File: src/hw/rtl/drst_pkg.sv
// Package for the button release debouncer with stuck-button timeout.
// Holds field widths, reset values, patterns and register codes.
// No dependencies; every other file refers to it by scoped names.
package drst_pkg;

    // Field and state widths
    localparam int unsigned NOW_W   = 32;
    localparam int unsigned HIST_W  = 8;
    localparam int unsigned COUNT_W = 16;
    localparam int unsigned CFG_W   = 16;
    localparam int unsigned APB_DW  = 32;
    localparam int unsigned APB_AW  = 3;

    // Reset values and patterns
    localparam logic [HIST_W-1:0]  HISTORY_RESET     = 8'hFF;
    localparam logic [HIST_W-1:0]  RELEASE_PATTERN   = 8'h03;
    localparam logic [COUNT_W-1:0] COUNT_MAX         = 16'hFFFF;
    localparam logic [CFG_W-1:0]   STUCK_LIMIT_RESET = 16'h0700;
    localparam logic [CFG_W-1:0]   BLINK_GAP_RESET   = 16'd50;

    // Register select, taken from address bit 2
    typedef enum logic
    {
        REG_STUCK_LIMIT = 1'b0,
        REG_BLINK_GAP   = 1'b1
    } reg_sel_t;

endpackage

File: src/hw/rtl/drst_if.sv
// Valid/ready channel interfaces for the debouncer: poll input and result output.
// Depends on drst_pkg for field widths.
interface drst_poll_if;
    logic                      valid;
    logic                      ready;
    logic                      pin_low;
    logic [drst_pkg::NOW_W-1:0] now_ms;

    modport source (output valid, output pin_low, output now_ms, input ready);
    modport sink   (input valid, input pin_low, input now_ms, output ready);
endinterface

interface drst_result_if;
    logic valid;
    logic ready;
    logic released;
    logic stuck_error;
    logic led_level;

    modport source (output valid, output released, output stuck_error, output led_level,
                    input ready);
    modport sink   (input valid, input released, input stuck_error, input led_level,
                    output ready);
endinterface

File: src/hw/rtl/debounce_release_with_stuck_timeout_core.sv
// Top level of the button release debouncer with stuck-button timeout.
// Depends on drst_pkg and the channel interfaces in drst_if.sv.
//
// Each poll transfer (button level plus millisecond tick) yields exactly one result
// transfer. A poll is captured in an input register and processed when the result
// register is free; the history shift, press count, elapsed-time compare and LED toggle
// all resolve in one pass into the result register. Throughput is one poll per cycle
// while the result side takes each result. While a finished result waits, the poll
// side takes at most one more poll, into the empty input register, and then stalls
// until the result transfers. Registers (stuck_limit at 0x0, blink_gap_ms at 0x4)
// should be written only while no poll is in flight.
module debounce_release_with_stuck_timeout_core
(
    input  logic                          clk,
    input  logic                          rst_n,
    drst_poll_if.sink                     poll,
    drst_result_if.source                 result,
    input  logic                          psel,
    input  logic                          penable,
    input  logic                          pwrite,
    input  logic [drst_pkg::APB_AW-1:0]   paddr,
    input  logic [drst_pkg::APB_DW-1:0]   pwdata,
    output logic [drst_pkg::APB_DW-1:0]   prdata,
    output logic                          pready
);

    // Configuration registers
    logic [drst_pkg::CFG_W-1:0] stuck_limit_reg;
    logic [drst_pkg::CFG_W-1:0] blink_gap_reg;
    drst_pkg::reg_sel_t         reg_sel;
    logic                       cfg_write;

    assign pready    = 1'b1;
    assign reg_sel   = drst_pkg::reg_sel_t'(paddr[2]);
    assign cfg_write = psel && penable && pwrite && pready;

    always_ff @(posedge clk or negedge rst_n)
    begin
        if (!rst_n)
        begin
            stuck_limit_reg <= drst_pkg::STUCK_LIMIT_RESET;
            blink_gap_reg   <= drst_pkg::BLINK_GAP_RESET;
        end
        else if (cfg_write)
        begin
            unique case (reg_sel)
                drst_pkg::REG_STUCK_LIMIT: stuck_limit_reg <= pwdata[drst_pkg::CFG_W-1:0];
                drst_pkg::REG_BLINK_GAP:   blink_gap_reg   <= pwdata[drst_pkg::CFG_W-1:0];
                default: ;
            endcase
        end
    end

    // Register read-back
    always_comb
    begin
        unique case (reg_sel)
            drst_pkg::REG_STUCK_LIMIT:
                prdata = {{(drst_pkg::APB_DW-drst_pkg::CFG_W){1'b0}}, stuck_limit_reg};
            drst_pkg::REG_BLINK_GAP:
                prdata = {{(drst_pkg::APB_DW-drst_pkg::CFG_W){1'b0}}, blink_gap_reg};
            default:
                prdata = '0;
        endcase
    end

    // Handshake: input register moves when the result register can take its item
    logic                       in_valid_reg;
    logic                       in_pin_low_reg;
    logic [drst_pkg::NOW_W-1:0] in_now_reg;
    logic                       out_valid_reg;
    logic                       out_free;
    logic                       proc_fire;

    assign out_free   = !out_valid_reg || result.ready;
    assign proc_fire  = in_valid_reg && out_free;
    assign poll.ready = !in_valid_reg || out_free;

    always_ff @(posedge clk or negedge rst_n)
    begin
        if (!rst_n)
        begin
            in_valid_reg <= 1'b0;
        end
        else if (poll.ready)
        begin
            in_valid_reg <= poll.valid;
        end
    end

    // Payload capture, no reset needed
    always_ff @(posedge clk)
    begin
        if (poll.valid && poll.ready)
        begin
            in_pin_low_reg <= poll.pin_low;
            in_now_reg     <= poll.now_ms;
        end
    end

    // Debounce state
    logic [drst_pkg::HIST_W-1:0]  history_reg;
    logic [drst_pkg::HIST_W-1:0]  history_next;
    logic [drst_pkg::COUNT_W-1:0] press_count_reg;
    logic [drst_pkg::COUNT_W-1:0] press_count_next;
    logic [drst_pkg::NOW_W-1:0]   mark_reg;
    logic [drst_pkg::NOW_W-1:0]   mark_next;
    logic                         led_state_reg;
    logic                         led_state_next;
    logic                         stuck;
    logic [drst_pkg::NOW_W-1:0]   elapsed;
    logic                         gap_passed;

    assign elapsed    = in_now_reg - mark_reg;
    assign gap_passed = elapsed > {{(drst_pkg::NOW_W-drst_pkg::CFG_W){1'b0}}, blink_gap_reg};

    // One-pass update for the poll in the input register
    always_comb
    begin
        history_next     = history_reg;
        press_count_next = press_count_reg;
        mark_next        = mark_reg;
        led_state_next   = led_state_reg;
        stuck            = 1'b0;
        if (in_pin_low_reg)
        begin
            if (press_count_reg != drst_pkg::COUNT_MAX)
            begin
                press_count_next = press_count_reg + 1'b1;
            end
            if (press_count_reg <= stuck_limit_reg)
            begin
                history_next = {history_reg[drst_pkg::HIST_W-2:0], 1'b0};
            end
            else
            begin
                stuck        = 1'b1;
                history_next = drst_pkg::HISTORY_RESET;
                if (gap_passed)
                begin
                    led_state_next = !led_state_reg;
                    mark_next      = in_now_reg;
                end
            end
        end
        else
        begin
            history_next     = {history_reg[drst_pkg::HIST_W-2:0], 1'b1};
            press_count_next = '0;
            mark_next        = in_now_reg;
        end
    end

    // State and result register
    always_ff @(posedge clk or negedge rst_n)
    begin
        if (!rst_n)
        begin
            history_reg        <= drst_pkg::HISTORY_RESET;
            press_count_reg    <= '0;
            mark_reg           <= '0;
            led_state_reg      <= 1'b0;
            out_valid_reg      <= 1'b0;
            result.released    <= 1'b0;
            result.stuck_error <= 1'b0;
            result.led_level   <= 1'b0;
        end
        else
        begin
            if (proc_fire)
            begin
                history_reg        <= history_next;
                press_count_reg    <= press_count_next;
                mark_reg           <= mark_next;
                led_state_reg      <= led_state_next;
                result.released    <= (history_next == drst_pkg::RELEASE_PATTERN);
                result.stuck_error <= stuck;
                result.led_level   <= led_state_next;
            end
            if (out_free)
            begin
                out_valid_reg <= in_valid_reg;
            end
        end
    end

    assign result.valid = out_valid_reg;

    // A stuck poll forces the history to all released, so it can never report a release
    a_stuck_not_released: assert property (@(posedge clk) disable iff (!rst_n)
        out_valid_reg |-> !(result.released && result.stuck_error))
        else $error("stuck poll reported a release");

    // A released poll clears the press count and marks the time
    a_release_clears: assert property (@(posedge clk) disable iff (!rst_n)
        (proc_fire && !in_pin_low_reg) |=> (press_count_reg == '0 && mark_reg == $past(in_now_reg)))
        else $error("released poll did not clear count and mark");

    // The LED changes only on a processed stuck poll
    a_led_only_when_stuck: assert property (@(posedge clk) disable iff (!rst_n)
        (led_state_reg != $past(led_state_reg)) |-> $past(proc_fire && stuck))
        else $error("LED toggled outside the stuck branch");

    // The result register does not take a new item while a result waits unaccepted
    a_result_holds: assert property (@(posedge clk) disable iff (!rst_n)
        (out_valid_reg && !result.ready) |=> (out_valid_reg && $stable(led_state_reg)))
        else $error("pending result overwritten");

endmodule
File: src/flat_wrapper.sv
// flat-port wrapper written by rule: the top's interface ports become plain ports
module debounce_release_with_stuck_timeout_core_flat 
  (clk, rst_n, psel, penable, pwrite, paddr, pwdata, prdata, pready, poll_valid, poll_pin_low, poll_now_ms, poll_ready, result_valid, result_released, result_stuck_error, result_led_level, result_ready);
  drst_poll_if poll_i ();
  drst_result_if result_i ();
  input  logic clk;
  input  logic rst_n;
  input  logic psel;
  input  logic penable;
  input  logic pwrite;
  input  logic [drst_pkg::APB_AW-1:0] paddr;
  input  logic [drst_pkg::APB_DW-1:0] pwdata;
  output logic [drst_pkg::APB_DW-1:0] prdata;
  output logic pready;
  input wire logic [$bits(poll_i.valid)-1:0] poll_valid;
  input wire logic [$bits(poll_i.pin_low)-1:0] poll_pin_low;
  input wire logic [$bits(poll_i.now_ms)-1:0] poll_now_ms;
  output wire logic [$bits(poll_i.ready)-1:0] poll_ready;
  output wire logic [$bits(result_i.valid)-1:0] result_valid;
  output wire logic [$bits(result_i.released)-1:0] result_released;
  output wire logic [$bits(result_i.stuck_error)-1:0] result_stuck_error;
  output wire logic [$bits(result_i.led_level)-1:0] result_led_level;
  input wire logic [$bits(result_i.ready)-1:0] result_ready;
  assign poll_i.valid = poll_valid;
  assign poll_i.pin_low = poll_pin_low;
  assign poll_i.now_ms = poll_now_ms;
  assign poll_ready = poll_i.ready;
  assign result_valid = result_i.valid;
  assign result_released = result_i.released;
  assign result_stuck_error = result_i.stuck_error;
  assign result_led_level = result_i.led_level;
  assign result_i.ready = result_ready;
  debounce_release_with_stuck_timeout_core u_core (.clk(clk), .rst_n(rst_n), .poll(poll_i), .result(result_i), .psel(psel), .penable(penable), .pwrite(pwrite), .paddr(paddr), .pwdata(pwdata), .prdata(prdata), .pready(pready));
endmodule
File: config.mk
export PLATFORM = sky130hd
export DESIGN_NAME = debounce_release_with_stuck_timeout_core_flat
export DESIGN_NICKNAME = d
export VERILOG_FILES = /design/src/hw/rtl/drst_pkg.sv /design/src/hw/rtl/drst_if.sv /design/src/hw/rtl/debounce_release_with_stuck_timeout_core.sv /design/src/flat_wrapper.sv
export SDC_FILE = /design/constraint.sdc
export NUM_CORES = 1
export LEC_CHECK = 0
export ABC_CLOCK_PERIOD_IN_PS = 5950
export BUFFER_PORTS_ARGS = -buffer_cell sky130_fd_sc_hd__buf_4
export CAP_MARGIN = 40
export CELL_PAD_IN_SITES_DETAIL_PLACEMENT = 1
export CELL_PAD_IN_SITES_GLOBAL_PLACEMENT = 2
export CORE_ASPECT_RATIO = 1.25
export CORE_MARGIN = 5
export CORE_UTILIZATION = 37
export DETAILED_ROUTE_END_ITERATION = 10
export MAX_ROUTING_LAYER = met4
export PLACE_DENSITY_LB_ADDON = 0.05
export SLEW_MARGIN = 10
export SYNTH_ARGS = -nofsm -noshare
export SYNTH_HDL_FRONTEND = slang
export SYNTH_SLANG_ARGS = --single-unit
export TNS_END_PERCENT = 1
File: constraint.sdc
create_clock -name clk -period 5.95 [get_ports clk]
set_input_delay 1.19 -clock clk [delete_from_list [all_inputs] [get_ports clk]]
set_output_delay 1.19 -clock clk [all_outputs]
set_load 0.005 [all_outputs]
# Word level (Yosys, flattened, before mapping)
# Index checks and enable logic that the tools add are counted.
# op_classes
add_sub_neg	2
n_lt_le_gt_ge	2
n_eq_ne	5
n_mux	13
n_bitwise	2
n_reduce_logical	14
# ops
operator	count
two-way mux 32 bit	3
case mux 32 bit (2 select lines)	1
> comparator 32 x 16 -> 1 bit	1
two-way mux 16 bit	2
subtractor 32 bit	1
adder 16 x 1 -> 16 bit (second input constant)	1
less-or-equal comparator 16 bit	1
two-way mux 8 bit	2
!= test 16 bit (second input constant)	1
equality test 8 x 2 -> 1 bit (second input constant)	1
!= test 2 bit (second input constant)	3
AND reduction 2 bit	3
two-way mux 1 bit	5
logical AND 1 bit	4
AND reduction 4 bit	1
logical NOT 1 bit	3
AND reduction 3 bit	1
logical OR 1 bit	2
inverter 1 bit	2
# totals
reg_bits	125
inputBits	75
out_inout_bits	38
elab_cells	50

# Longest topological paths before layout
# Gate-level depths: netlist (run 1).
# depth
ltp_word	5
ltp_mapped	21
depth_no_buf	20

# Least setup slack after synthesis (run 1)
# OpenSTA, ideal clock, no wires.
# synth_path
path_kind	register -> register
from	reg u_core.in_now_reg[4] (netlist name)
to	reg u_core.mark_reg[10] (netlist name)
setup_ps	125
arrival_ps	4519
required_ps	5825
path_slack_ps	1306
path_stages_with_launch	19
path_buffers	1
period_less_slack_ps	4644
cell_sequence	edfxtp_1 > ha_1 > a21o_1 > a21o_1 > or2_2 > a31oi_1 > o21ai_0 > xor2_1 > ha_1 > nand4_1 > or4_1 > or3_1 > a21oi_1 > o211ai_1 > a2111oi_2 > nand4_1 > o21ai_4 > buf_6 > mux2_4
# synth_between
elab_chain_len	4
# synth_rtl
element	line	text
start: declaration	debounce_release_with_stuck_timeout_core.sv:70	logic [drst_pkg::NOW_W-1:0] in_now_reg;
start signal: assignment	debounce_release_with_stuck_timeout_core.sv:97	in_now_reg <= poll.now_ms;
subtractor 32 bit	debounce_release_with_stuck_timeout_core.sv:114	assign elapsed = in_now_reg - mark_reg;
> comparator 32 x 16 -> 1 bit	debounce_release_with_stuck_timeout_core.sv:115	assign gap_passed = elapsed > {{(drst_pkg::NOW_W-drst_pkg::CFG_W){1'b0}}, blink_gap_reg};
!= test 2 bit (no source line)	-	
AND reduction 3 bit (no source line)	-	
end signal: assignment	debounce_release_with_stuck_timeout_core.sv:174	mark_reg <= mark_next;
end: declaration	debounce_release_with_stuck_timeout_core.sv:106	logic [drst_pkg::NOW_W-1:0] mark_reg;
# No other way between the ends.
# A chain may end at the register's enable or synchronous reset.

# Worst setup path after layout (run 1)
# layout_path
from	reg u_core.in_now_reg[12] (netlist name)
to	reg u_core.mark_reg[0] (netlist name)
# Same word-level chain as after synthesis.

==> impl_metrics.env, run 1 <==
export IMPL_synth_mux_area_share_pct=10.6
export IMPL_drt_total_wl_um=21200
export IMPL_row_count=60
export IMPL_gp_congestion=0.828
export IMPL_peakVddDrop_uv=208
export IMPL_ioPinCount=113
export IMPL_drtAntennaViolNets=0
export IMPL_post_place_ws_ns=0.210
export IMPL_synth_ff_type="dfrtp_1"
export IMPL_fp_coreArea_sq_um=21400
export IMPL_fp_dieW_um=141
export IMPL_critPathBufInv=1
export IMPL_cts_tree="done"
export IMPL_cts_root_buf="clkbuf_16"
export IMPL_post_cts_buffers=0
export IMPL_syn_avg_cell_area_sq_um=9.96
export IMPL_layout_drive_gt1_share_pct=23.3
export IMPL_nNetsFinal=1017
export IMPL_grt_usage_pct=18.2
export IMPL_firstDrtPassIters=4
export IMPL_tightest_slew_ns=0.718
export IMPL_max_freq_ghz=0.180
export IMPL_drc_errors=0
export IMPL_via_per_inst=5.21
export IMPL_grt_overflow=0
export IMPL_vias=6090
export IMPL_dp_hpwl_um=16600
export IMPL_power_density_nw_per_um2=374
export IMPL_fin_crit_sh_pct=93.4
export IMPL_htree_levels=4
export IMPL_whs_ns=0.481
export IMPL_skew_ns=0.0135
export IMPL_n_fill_cell=2435
export IMPL_ys_seq_elements=125
export IMPL_grt_pass1_wl_um=34500
export IMPL_rsz0062_at_grt="false"
export IMPL_async_flop_share_pct=73.6
export IMPL_antenna_found_initial=0
export IMPL_numClockSinks=125
export IMPL_antennaDiodeCount=0
export IMPL_cts_resized=0
export IMPL_synth_compound_area_share_pct=14.0
export IMPL_numCtsBuffers=17
export IMPL_synth_xor_area_share_pct=3.18
export IMPL_area_delta_synth_final_pct=17.6
export IMPL_worst_setup_path_type="register to register"
export IMPL_die_area_sq_um=24600
export IMPL_portBuffers=77
export IMPL_start_util_pct=37.3
export IMPL_ys_types=74
export IMPL_crit_path_max_fanout=32
export IMPL_synth_top_family_by_area="compound AO/OA/AOI/OAI gates"
export IMPL_crit_slowest_cell="or4_1"
export IMPL_cap_viol_max_count=0
export IMPL_synth_edff_count=33
export IMPL_setup_violations=0
export IMPL_grt_pass1_vias=6568
export IMPL_die_h_um=174
export IMPL_maxSlewViolCount=0
export IMPL_tns_ns=0
export IMPL_synth_warnings=0
export IMPL_clock_latency_ns=0.43
export IMPL_syn_inst=801
export IMPL_cts_path_max_buffers=2
export IMPL_slowest_delay_ns=0.59
export IMPL_post_synth_and_or_nand_nor_area_fraction_pct=13.5
export IMPL_period_minus_slack_ns=5.56
export IMPL_layout_setup_ws_ns=0.394
export IMPL_cp_cell_sequence="ha_1, a21oi_2, a21boi_0, nor4_2, nand2_1, xor2_1, ha_1, nand4_1, or4_1, or3_1, a21oi_1, o211ai_1, a2111oi_2, nand4_1, o21ai_4, buf_12, mux2_2"
export IMPL_avgRoutedWirePerCell_um=18.1
export IMPL_grt_max_degree=54
export IMPL_p_leak_nw=4.36
export IMPL_hold_viol=0
export IMPL_crit_path_end_kind="register"
export IMPL_status="finished clean"
export IMPL_synthAdderAreaFrac_pct=10.3
export IMPL_synthesis_area_sq_um=7980
export IMPL_postCtsHoldBufs=0
export IMPL_relSlewSlack_pct=52.1
export IMPL_cp_arrival_ns=5.86
export IMPL_cp_top_family="simple AND/OR/NAND/NOR gates"
export IMPL_yosysSeqAreaShare_pct=41.5
export IMPL_clk_pin_slew_ns=0.06
export IMPL_cp_required_ns=6.26
export IMPL_worstHoldPathType="register to register"
export IMPL_drt_iter0_markers=285
export IMPL_startpoint_type="register"
through the flow:
| stage | utilization (%) | cells | cell area (sq um) | total power, mW |
|---|---|---|---|---|
| 2_1_floorplan | - | 816 | 8040 | 2.08 |
| 3_3_place_gp | 40.9 | 1134 | 8750 | 2.45 |
| 3_5_place_dp | 41.1 | 1137 | 8790 | 2.49 |
| 4_1_cts | 43.8 | 1169 | 9380 | 3.56 |
| 5_1_grt | 43.9 | 1169 | 9390 | 3.78 |
| 6_report | 43.9 | 1169 | 9390 | 3.51 |
where the power goes:
part           total (mW)  switching, mW  internal (mW)
clock                1.05          0.447          0.600
sequential           1.15          0.103           1.05
combinational        1.31          0.733          0.579
total                3.51           1.28           2.23
cells in the final DEF (no fill, tap or decap), types with 3 or more instances in the layout:
| master | instances |
|---|---|
| clkbuf_16 | 19 |
| buf_4 | 80 |
| or3_1 | 4 |
| ha_1 | 64 |
| conb_1 | 17 |
| o31a_1 | 4 |
| o21a_1 | 7 |
| o211ai_1 | 5 |
| edfxtp_1 | 33 |
| a21boi_0 | 3 |
| a31oi_1 | 3 |
| nor4_1 | 4 |
| nor2b_1 | 7 |
| nand2b_1 | 5 |
| o2111ai_1 | 3 |
| nand2_1 | 73 |
| nand3_1 | 17 |
| nor3_1 | 13 |
| nand3b_1 | 3 |
| xnor2_1 | 16 |
| and3_1 | 8 |
| inv_6 | 6 |
| dfstp_2 | 13 |
| mux2_4 | 29 |
| mux2_2 | 35 |
| inv_8 | 3 |
| xor2_1 | 13 |
| a21oi_1 | 47 |
| o21bai_1 | 5 |
| inv_1 | 79 |
| nor2_1 | 51 |
| dfrtp_1 | 79 |
| nand4_1 | 18 |
| a21o_1 | 11 |
| o21ai_0 | 53 |
worst paths after layout:
kind	from	to	slack [ns]	cells past startpoint
max	u_core.in_now_reg[12]	u_core.mark_reg[0]	0.39	17
min	u_core.result.led_level	u_core.result.led_level	0.48	1
max reg2reg	u_core.in_now_reg[12]	u_core.mark_reg[0]	0.39	17
min reg2reg	u_core.result.led_level	u_core.result.led_level	0.48	1
max in group asynchronous	rst_n	u_core.stuck_limit_reg[10]	4.10	2
min in group asynchronous	rst_n	u_core.result.released	0.82	1
area by class of cell:
class / count / area [sq um] / area share, %
multi-input combinational: 571 / 4190 / 44.6
sequential: 125 / 3310 / 35.3
timing repair buffer: 83 / 651 / 6.93
clock buffer: 19 / 475 / 5.07
tap: 279 / 349 / 3.72
inverter: 79 / 297 / 3.16
clock inverter: 13 / 115 / 1.23
layer usage:
| layer | vias up | track usage (%) | wire length [um] |
|---|---|---|---|
| met5 | - | - | 0 |
| met4 | 0 | 4.89 | 293 |
| met3 | 24 | 3.38 | 644 |
| met2 | 100 | 32.8 | 11400 |
| met1 | 3008 | 20.6 | 8810 |
| li1 | 2958 | - | - |
cells by family after synthesis:
logic type               count (synthesis)
XOR/XNOR                                29
flip-flops                             125
multiplexers                            66
buffers and inverters                  120
adder cells (fa/ha/maj)                 65
other                                    2
AO/OA/AOI/OAI                          173
AND/OR/NAND/NOR                        221
synthesized netlist by cell type, types with 16 or more instances:
cell type | count | area share, %
o21ai_0 | 53 | 3.3
edfxtp_1 | 33 | 12
inv_1 | 79 | 3.7
a21oi_1 | 48 | 3.0
nand2_1 | 73 | 3.4
dfrtp_1 | 79 | 25
xnor2_1 | 16 | 1.8
nand3_1 | 17 | 1.1
nand4_1 | 18 | 1.4
buf_4 | 18 | 1.7
clkbuf_1 | 16 | 0.75
nor2_1 | 51 | 2.4
mux2_4 | 29 | 5.5
ha_1 | 64 | 10
mux2_2 | 35 | 4.9
(Power assumes the default switching activity.)
==> run 2, diff against run 1 <==
--- a/config.mk
+++ b/config.mk
@@ -16,6 +16,7 @@
 export DETAILED_ROUTE_END_ITERATION = 10
 export MAX_ROUTING_LAYER = met4
 export PLACE_DENSITY_LB_ADDON = 0.05
+export RECOVER_POWER = 100
 export SLEW_MARGIN = 10
 export SYNTH_ARGS = -nofsm -noshare
 export SYNTH_HDL_FRONTEND = slang
==> run 2 against run 1 <==
- the flow now finishes with violations (capacitance limit, slew limit)
- worst setup slack better by 0.011 ns
- combinational power decreased by 3%
- via count fell by 0.26%
- clock-buffer cell count unchanged
- register-to-register slack about the same
- fmax is 0.20% higher
- clock skew down 0.0021 ns
- global-route usage did not move
- worst hold slack got worse by 0.0031 ns
- wire length down 0.97%
- flip-flop and latch count unchanged
- first-iteration DRC count decreased by 10%
- critical path type unchanged
- highest routed layer unchanged
==> impl_metrics.env, run 2 (synthesized netlist as in run 1, its figures left out) <==
export IMPL_status="finished with violations"
export IMPL_violations="capacitance limit, slew limit"
export IMPL_gr_usage_met2_pct=32.8
export IMPL_maxSlewViolCount=88
export IMPL_postCtsHoldBufs=0
export IMPL_grt_most_used_layer="met2"
export IMPL_clk_pin_slew_ns=0.07
export IMPL_place_inst=1137
export IMPL_cts_path_max_buffers=2
export IMPL_die_area_sq_um=24600
export IMPL_p_leak_nw=4.21
export IMPL_cts_tree="done"
export IMPL_cp_arrival_ns=5.84
export IMPL_portBuffers=77
export IMPL_gp_congestion=0.828
export IMPL_drtAntennaViolNets=0
export IMPL_area_delta_synth_final_pct=16.2
export IMPL_whs_ns=0.478
export IMPL_post_cts_buffers=0
export IMPL_cts_root_buf="clkbuf_16"
export IMPL_worstHoldPathType="register to register"
export IMPL_tns_ns=0
export IMPL_fp_coreArea_sq_um=21400
export IMPL_vias=6074
export IMPL_htree_levels=4
export IMPL_antennaDiodeCount=0
export IMPL_cap_viol_max_count=2
export IMPL_die_h_um=174
export IMPL_hold_viol=0
export IMPL_drc_errors=0
export IMPL_crit_path_max_fanout=32
export IMPL_relSlewSlack_pct=-103
export IMPL_grtUsageMet3_pct=3.38
export IMPL_avgRoutedWirePerCell_um=17.9
export IMPL_layout_drive_gt1_share_pct=20.1
export IMPL_numClockSinks=125
export IMPL_start_util_pct=37.3
export IMPL_rsz0062_at_grt="false"
export IMPL_setup_violations=0
export IMPL_tightest_slew_ns=3.04
export IMPL_max_freq_ghz=0.180
export IMPL_via_per_inst=5.20
export IMPL_ioPinCount=113
export IMPL_crit_path_end_kind="register"
export IMPL_peakVddDrop_uv=206
export IMPL_firstDrtPassIters=4
export IMPL_grt_pass1_vias=6568
export IMPL_drt_total_wl_um=21000
export IMPL_numCtsBuffers=17
export IMPL_use_met1_pct=20.6
export IMPL_layout_common_cells="79 x inv_1, 79 x dfrtp_1, 73 x nand2_1"
export IMPL_nNetsFinal=1017
export IMPL_grt_pass1_wl_um=34500
export IMPL_grt_max_degree=54
export IMPL_cp_required_ns=6.25
export IMPL_grt_usage_pct=18.2
export IMPL_worst_setup_path_type="register to register"
export IMPL_skew_ns=0.0114
export IMPL_power_density_nw_per_um2=374
export IMPL_grt_overflow=0
export IMPL_instances_no_fill=1169
export IMPL_row_count=60
export IMPL_period_minus_slack_ns=5.55
export IMPL_drt_iter0_markers=256
export IMPL_fp_dieW_um=141
export IMPL_dp_hpwl_um=16600
export IMPL_antenna_found_initial=0
export IMPL_fin_crit_sh_pct=93.2
export IMPL_startpoint_type="register"
export IMPL_clock_latency_ns=0.43
## run 2: cell count changes in the layout (fill, tap and decap cells not counted)
cell      change
mux2_4       -21
mux2_1       +21
clkbuf_2      +1
clkbuf_1      +6
and2_1        -1
clkbuf_4     +41
and2_0        +1
buf_4        -46
or2_2         -1
or2_0         +1
buf_8         -2
## run 2: critical path: stages, from the launching register on
cell and delay (ns):
edfxtp_1 0.40, ha_1 0.44, a21oi_2 0.26, a21boi_0 0.19, nor4_2 0.52, nand2_1 0.13, xor2_1 0.18, ha_1 0.33
nand4_1 0.16, or4_1 0.59, or3_1 0.37, a21oi_1 0.24, o211ai_1 0.17, a2111oi_2 0.25, nand4_1 0.29, o21ai_4 0.24
buf_12 0.25, mux2_1 0.37
## run 2: per-stage QoR
stage	area, sq um	util, %	total power [mW]	setup slack (ns)
floorplan	8040	-	2.08	1.31
global placement	8750	40.9	2.45	0.205
detailed placement	8790	41.1	2.49	0.210
CTS	9380	43.8	3.56	0.145
global route	9270	43.3	3.75	0.0268
finish	9270	43.3	3.47	0.405
## run 2: power by group
group	total [mW]	switching, mW	leakage [nW]	internal, mW
sequential	1.15	0.101	1.42	1.05
combinational	1.27	0.729	2.49	0.545
clock	1.04	0.443	0.296	0.600
total	3.47	1.27	4.21	2.19
## run 2: timing repair
action,in CTS,in global routing
hold endpoints to repair,0,0
gates resized for setup,0,2
endpoints found under the setup margin,0,31
## run 2: final cells by class
class / instances / area, sq um
clock buffer: 19 / 475
clock inverter: 13 / 115
fill: 2452 / 12100
inverter: 79 / 297
multi-input combinational: 571 / 4110
sequential: 125 / 3310
tap: 279 / 349
timing repair buffer: 83 / 611
## run 2: routing by layer
metal | wire length, um | vias to the layer above
li1 | - | 2955
met1 | 8700 | 2999
met2 | 11300 | 97
met3 | 645 | 23
met4 | 315 | 0
met5 | 0 | -
## run 2: final timing paths
path | start | to | slack (ns) | cells past startpoint
hold reg to reg | u_core.result.led_level | u_core.result.led_level | 0.48 | 1
hold / removal | u_core.result.led_level | u_core.result.led_level | 0.48 | 1
min in group asynchronous | rst_n | u_core.result.released | 1.76 | 1
setup reg to reg | u_core.in_now_reg[12] | u_core.mark_reg[8] | 0.40 | 17
setup / recovery | u_core.in_now_reg[12] | u_core.mark_reg[8] | 0.40 | 17
max in group asynchronous | rst_n | u_core.mark_reg[7] | 1.90 | 2
==> run 3, diff against run 2 <==
--- a/config.mk
+++ b/config.mk
@@ -5,7 +5,7 @@
 export SDC_FILE = /design/constraint.sdc
 export NUM_CORES = 1
 export LEC_CHECK = 0
-export ABC_CLOCK_PERIOD_IN_PS = 5950
+export ABC_CLOCK_PERIOD_IN_PS = 6100
 export BUFFER_PORTS_ARGS = -buffer_cell sky130_fd_sc_hd__buf_4
 export CAP_MARGIN = 40
 export CELL_PAD_IN_SITES_DETAIL_PLACEMENT = 1
@@ -17,7 +17,6 @@
 export MAX_ROUTING_LAYER = met4
 export PLACE_DENSITY_LB_ADDON = 0.05
 export RECOVER_POWER = 100
-export SLEW_MARGIN = 10
 export SYNTH_ARGS = -nofsm -noshare
 export SYNTH_HDL_FRONTEND = slang
 export SYNTH_SLANG_ARGS = --single-unit
==> constraint.sdc (replaced) <==
create_clock -name clk -period 6.1 [get_ports clk]
set_input_delay 1.22 -clock clk [delete_from_list [all_inputs] [get_ports clk]]
set_output_delay 1.22 -clock clk [all_outputs]
set_load 0.005 [all_outputs]
==> run 3 against run 2 <==
- the flow still finishes with violations (capacitance limit, slew limit)
- largest power group unchanged
- sequential power about the same
- non-clock buffer count stayed put
- clock skew fell by 0.00070 ns
- power fell by 3.0%
- fmax decreased by 1.5%
- global-route usage up 0.61 points
- critical path type unchanged
- die area did not move
- critical path depth increased by 2
- flip-flop and latch count is the same
- worst hold slack lost 0.0078 ns
- first-iteration DRC count shrank 18%
- sequential share of layout area is 0.19 points higher
==> impl_metrics.env, run 3 (synthesized netlist as in run 1, its figures left out) <==
export IMPL_r2r_slack_ns=0.47
export IMPL_startpoint="u_core.mark_reg[0]"
export IMPL_crit_path_max_fanout=32
export IMPL_gr_usage_met2_pct=34.5
export IMPL_htree_levels=4
export IMPL_ioPinCount=113
export IMPL_peakVddDrop_uv=202
export IMPL_final_util_pct=43.1
export IMPL_startpoint_type="register"
export IMPL_numClockSinks=125
export IMPL_firstDrtPassIters=4
export IMPL_antennaDiodeCount=0
export IMPL_pwr_share_clk_pct=29.6
export IMPL_grt_pass1_vias=6801
export IMPL_nNetsFinal=1017
export IMPL_post_cts_buffers=0
export IMPL_slowest_delay_ns=0.58
export IMPL_fp_coreArea_sq_um=21400
export IMPL_layout_common_cells="79 x inv_1, 79 x dfrtp_1, 73 x nand2_1"
export IMPL_cp_required_ns=6.40
export IMPL_timing_rr_end="u_core.mark_reg[8]"
export IMPL_via_per_inst=5.24
export IMPL_portBuffers=77
export IMPL_drtAntennaViolNets=0
export IMPL_seqPwrFrac_pct=33.3
export IMPL_tns_ns=0
export IMPL_min_from="u_core.result.led_level"
export IMPL_numCtsBuffers=17
export IMPL_period_minus_slack_ns=5.63
export IMPL_cap_viol_max_count=3
export IMPL_swShare_pct=36.8
export IMPL_cts_path_max_buffers=2
export IMPL_p_leak_nw=4.17
export IMPL_area_delta_synth_final_pct=15.5
export IMPL_setup_violations=0
export IMPL_rsz0062_at_grt="false"
export IMPL_final_seq_area_sq_um=3310
export IMPL_tightest_slew_ns=1.95
export IMPL_fin_crit_sh_pct=92.3
export IMPL_fp_dieW_um=141
export IMPL_die_area_sq_um=24600
export IMPL_layout_drive_gt1_share_pct=19.2
export IMPL_skew_ns=0.0107
export IMPL_worstHoldPathType="register to register"
export IMPL_cts_root_buf="clkbuf_16"
export IMPL_dp_hpwl_um=17000
export IMPL_grt_max_degree=63
export IMPL_drt_iter0_markers=211
export IMPL_worst_path_stages=19
export IMPL_n_fill_cell=2443
export IMPL_r2r_start="u_core.mark_reg[0]"
export IMPL_start_util_pct=37.3
export IMPL_row_count=60
export IMPL_max_freq_ghz=0.178
export IMPL_cp_cell_sequence="ha_1, fa_1, nand2b_1, a21oi_1, or2_2, a31oi_1, o21ai_0, xor2_1, ha_1, nand4_1, or4_1, or3_1, a21oi_1, o211ai_1, a2111oi_2, nand4_1, o21ai_1, buf_12, mux2_1"
export IMPL_status="finished with violations"
export IMPL_p_switching_mw=1.24
export IMPL_cp_arrival_ns=5.93
export IMPL_multiInputGateArea_sq_um=4070
export IMPL_vias=6129
export IMPL_worst_setup_path_type="register to register"
export IMPL_grt_usage_pct=18.9
export IMPL_clock_latency_ns=0.42
export IMPL_hold_viol=0
export IMPL_power_frac_comb_pct=37.1
export IMPL_cp_top_family="simple AND/OR/NAND/NOR gates"
export IMPL_clk_pin_slew_ns=0.06
export IMPL_power_density_nw_per_um2=365
export IMPL_p_int_mw=2.12
export IMPL_crit_slowest_cell="or4_1"
export IMPL_antenna_found_initial=0
export IMPL_grt_most_used_layer="met2"
export IMPL_cp_endpoint="u_core.mark_reg[8]"
export IMPL_critPathBufInv=1
export IMPL_crit_path_end_kind="register"
export IMPL_cts_tree="done"
export IMPL_grtUsageMet3_pct=3.22
export IMPL_drc_errors=0
export IMPL_use_met1_pct=21.0
export IMPL_grt_overflow=0
export IMPL_die_h_um=174
export IMPL_violations="capacitance limit, slew limit"
export IMPL_relSlewSlack_pct=-29.9
export IMPL_grt_pass1_wl_um=35600
export IMPL_drt_total_wl_um=21500
export IMPL_avgRoutedWirePerCell_um=18.4
export IMPL_gp_congestion=0.829
export IMPL_r2r_cells=19
export IMPL_maxSlewViolCount=129
run 3: changes by cell type in the layout (fill, tap and decap cells not counted), sizes merged:
| cell | delta |
|---|---|
| clkinvlp | +2 |
| clkbuf | +2 |
| inv | -5 |
| buf | -1 |
| clkinv | +2 |
run 3: cell type report:
type	count	area share (%)
multi-input cells	571	44.2
inverters	79	3.22
clock inverters	12	1.10
well taps	279	3.79
repair buffers	83	6.62
flip-flops and latches	125	35.9
clock buffers	20	5.18
run 3: power by group through the flow:
stage          Clock, mW  Sequential, mW  Combinational (mW)
2_1_floorplan          0            1.10               0.931
3_3_place_gp           0            1.13                1.26
3_5_place_dp           0            1.14                1.30
4_1_cts             1.03            1.12                1.31
5_1_grt             1.07            1.14                1.41
6_report           0.995            1.12                1.25
run 3: worst register-to-register path, delay by kind of cell, from the launching register on:
family	cells	cell delay, ns
and+or+nand+nor	6	1.74
AOI/OAI and AO/OA	7	1.72
adders and majority gates	3	0.94
DFF	1	0.38
muxes	1	0.38
buffers and inverters	1	0.27
xor gates and xnor gates	1	0.11
run 3: repair_timing:
action                                  4_1_cts  5_1_grt
hold buffers                                  0        0
endpoints found under the setup margin        0       26
gates resized for setup                       0        1
run 3: stage by stage:
stage | power, mW | cell area (sq um) | std cells | hold WS (ns) | setup slack [ns]
after global placement | 2.39 | 8750 | 1134 | 0.466 | 0.359
after detailed placement | 2.44 | 8790 | 1137 | 0.467 | 0.314
final | 3.36 | 9220 | 1169 | 0.470 | 0.469
after CTS | 3.47 | 9370 | 1169 | 0.480 | 0.240
after floorplan | 2.03 | 8040 | 816 | 0.457 | 1.46
after global routing | 3.62 | 9220 | 1169 | 0.504 | 0.0937
run 3: worst min-delay path by stage:
stage,endpoint,slack (ns),depth (start not counted)
5_1_grt,u_core.result.led_level,0.50,1
3_3_place_gp,u_core.result.released,0.47,2
3_5_place_dp,u_core.result.led_level,0.47,1
6_report,u_core.result.led_level,0.47,1
4_1_cts,u_core.result.led_level,0.48,1
2_1_floorplan,u_core.history_reg[6],0.46,2
run 3: layer usage:
layer,share of wire (%),vias to the layer above
met1,41,3064
li1,-,2959
met4,1.6,0
met3,2.4,22
met5,0,-
met2,55,84
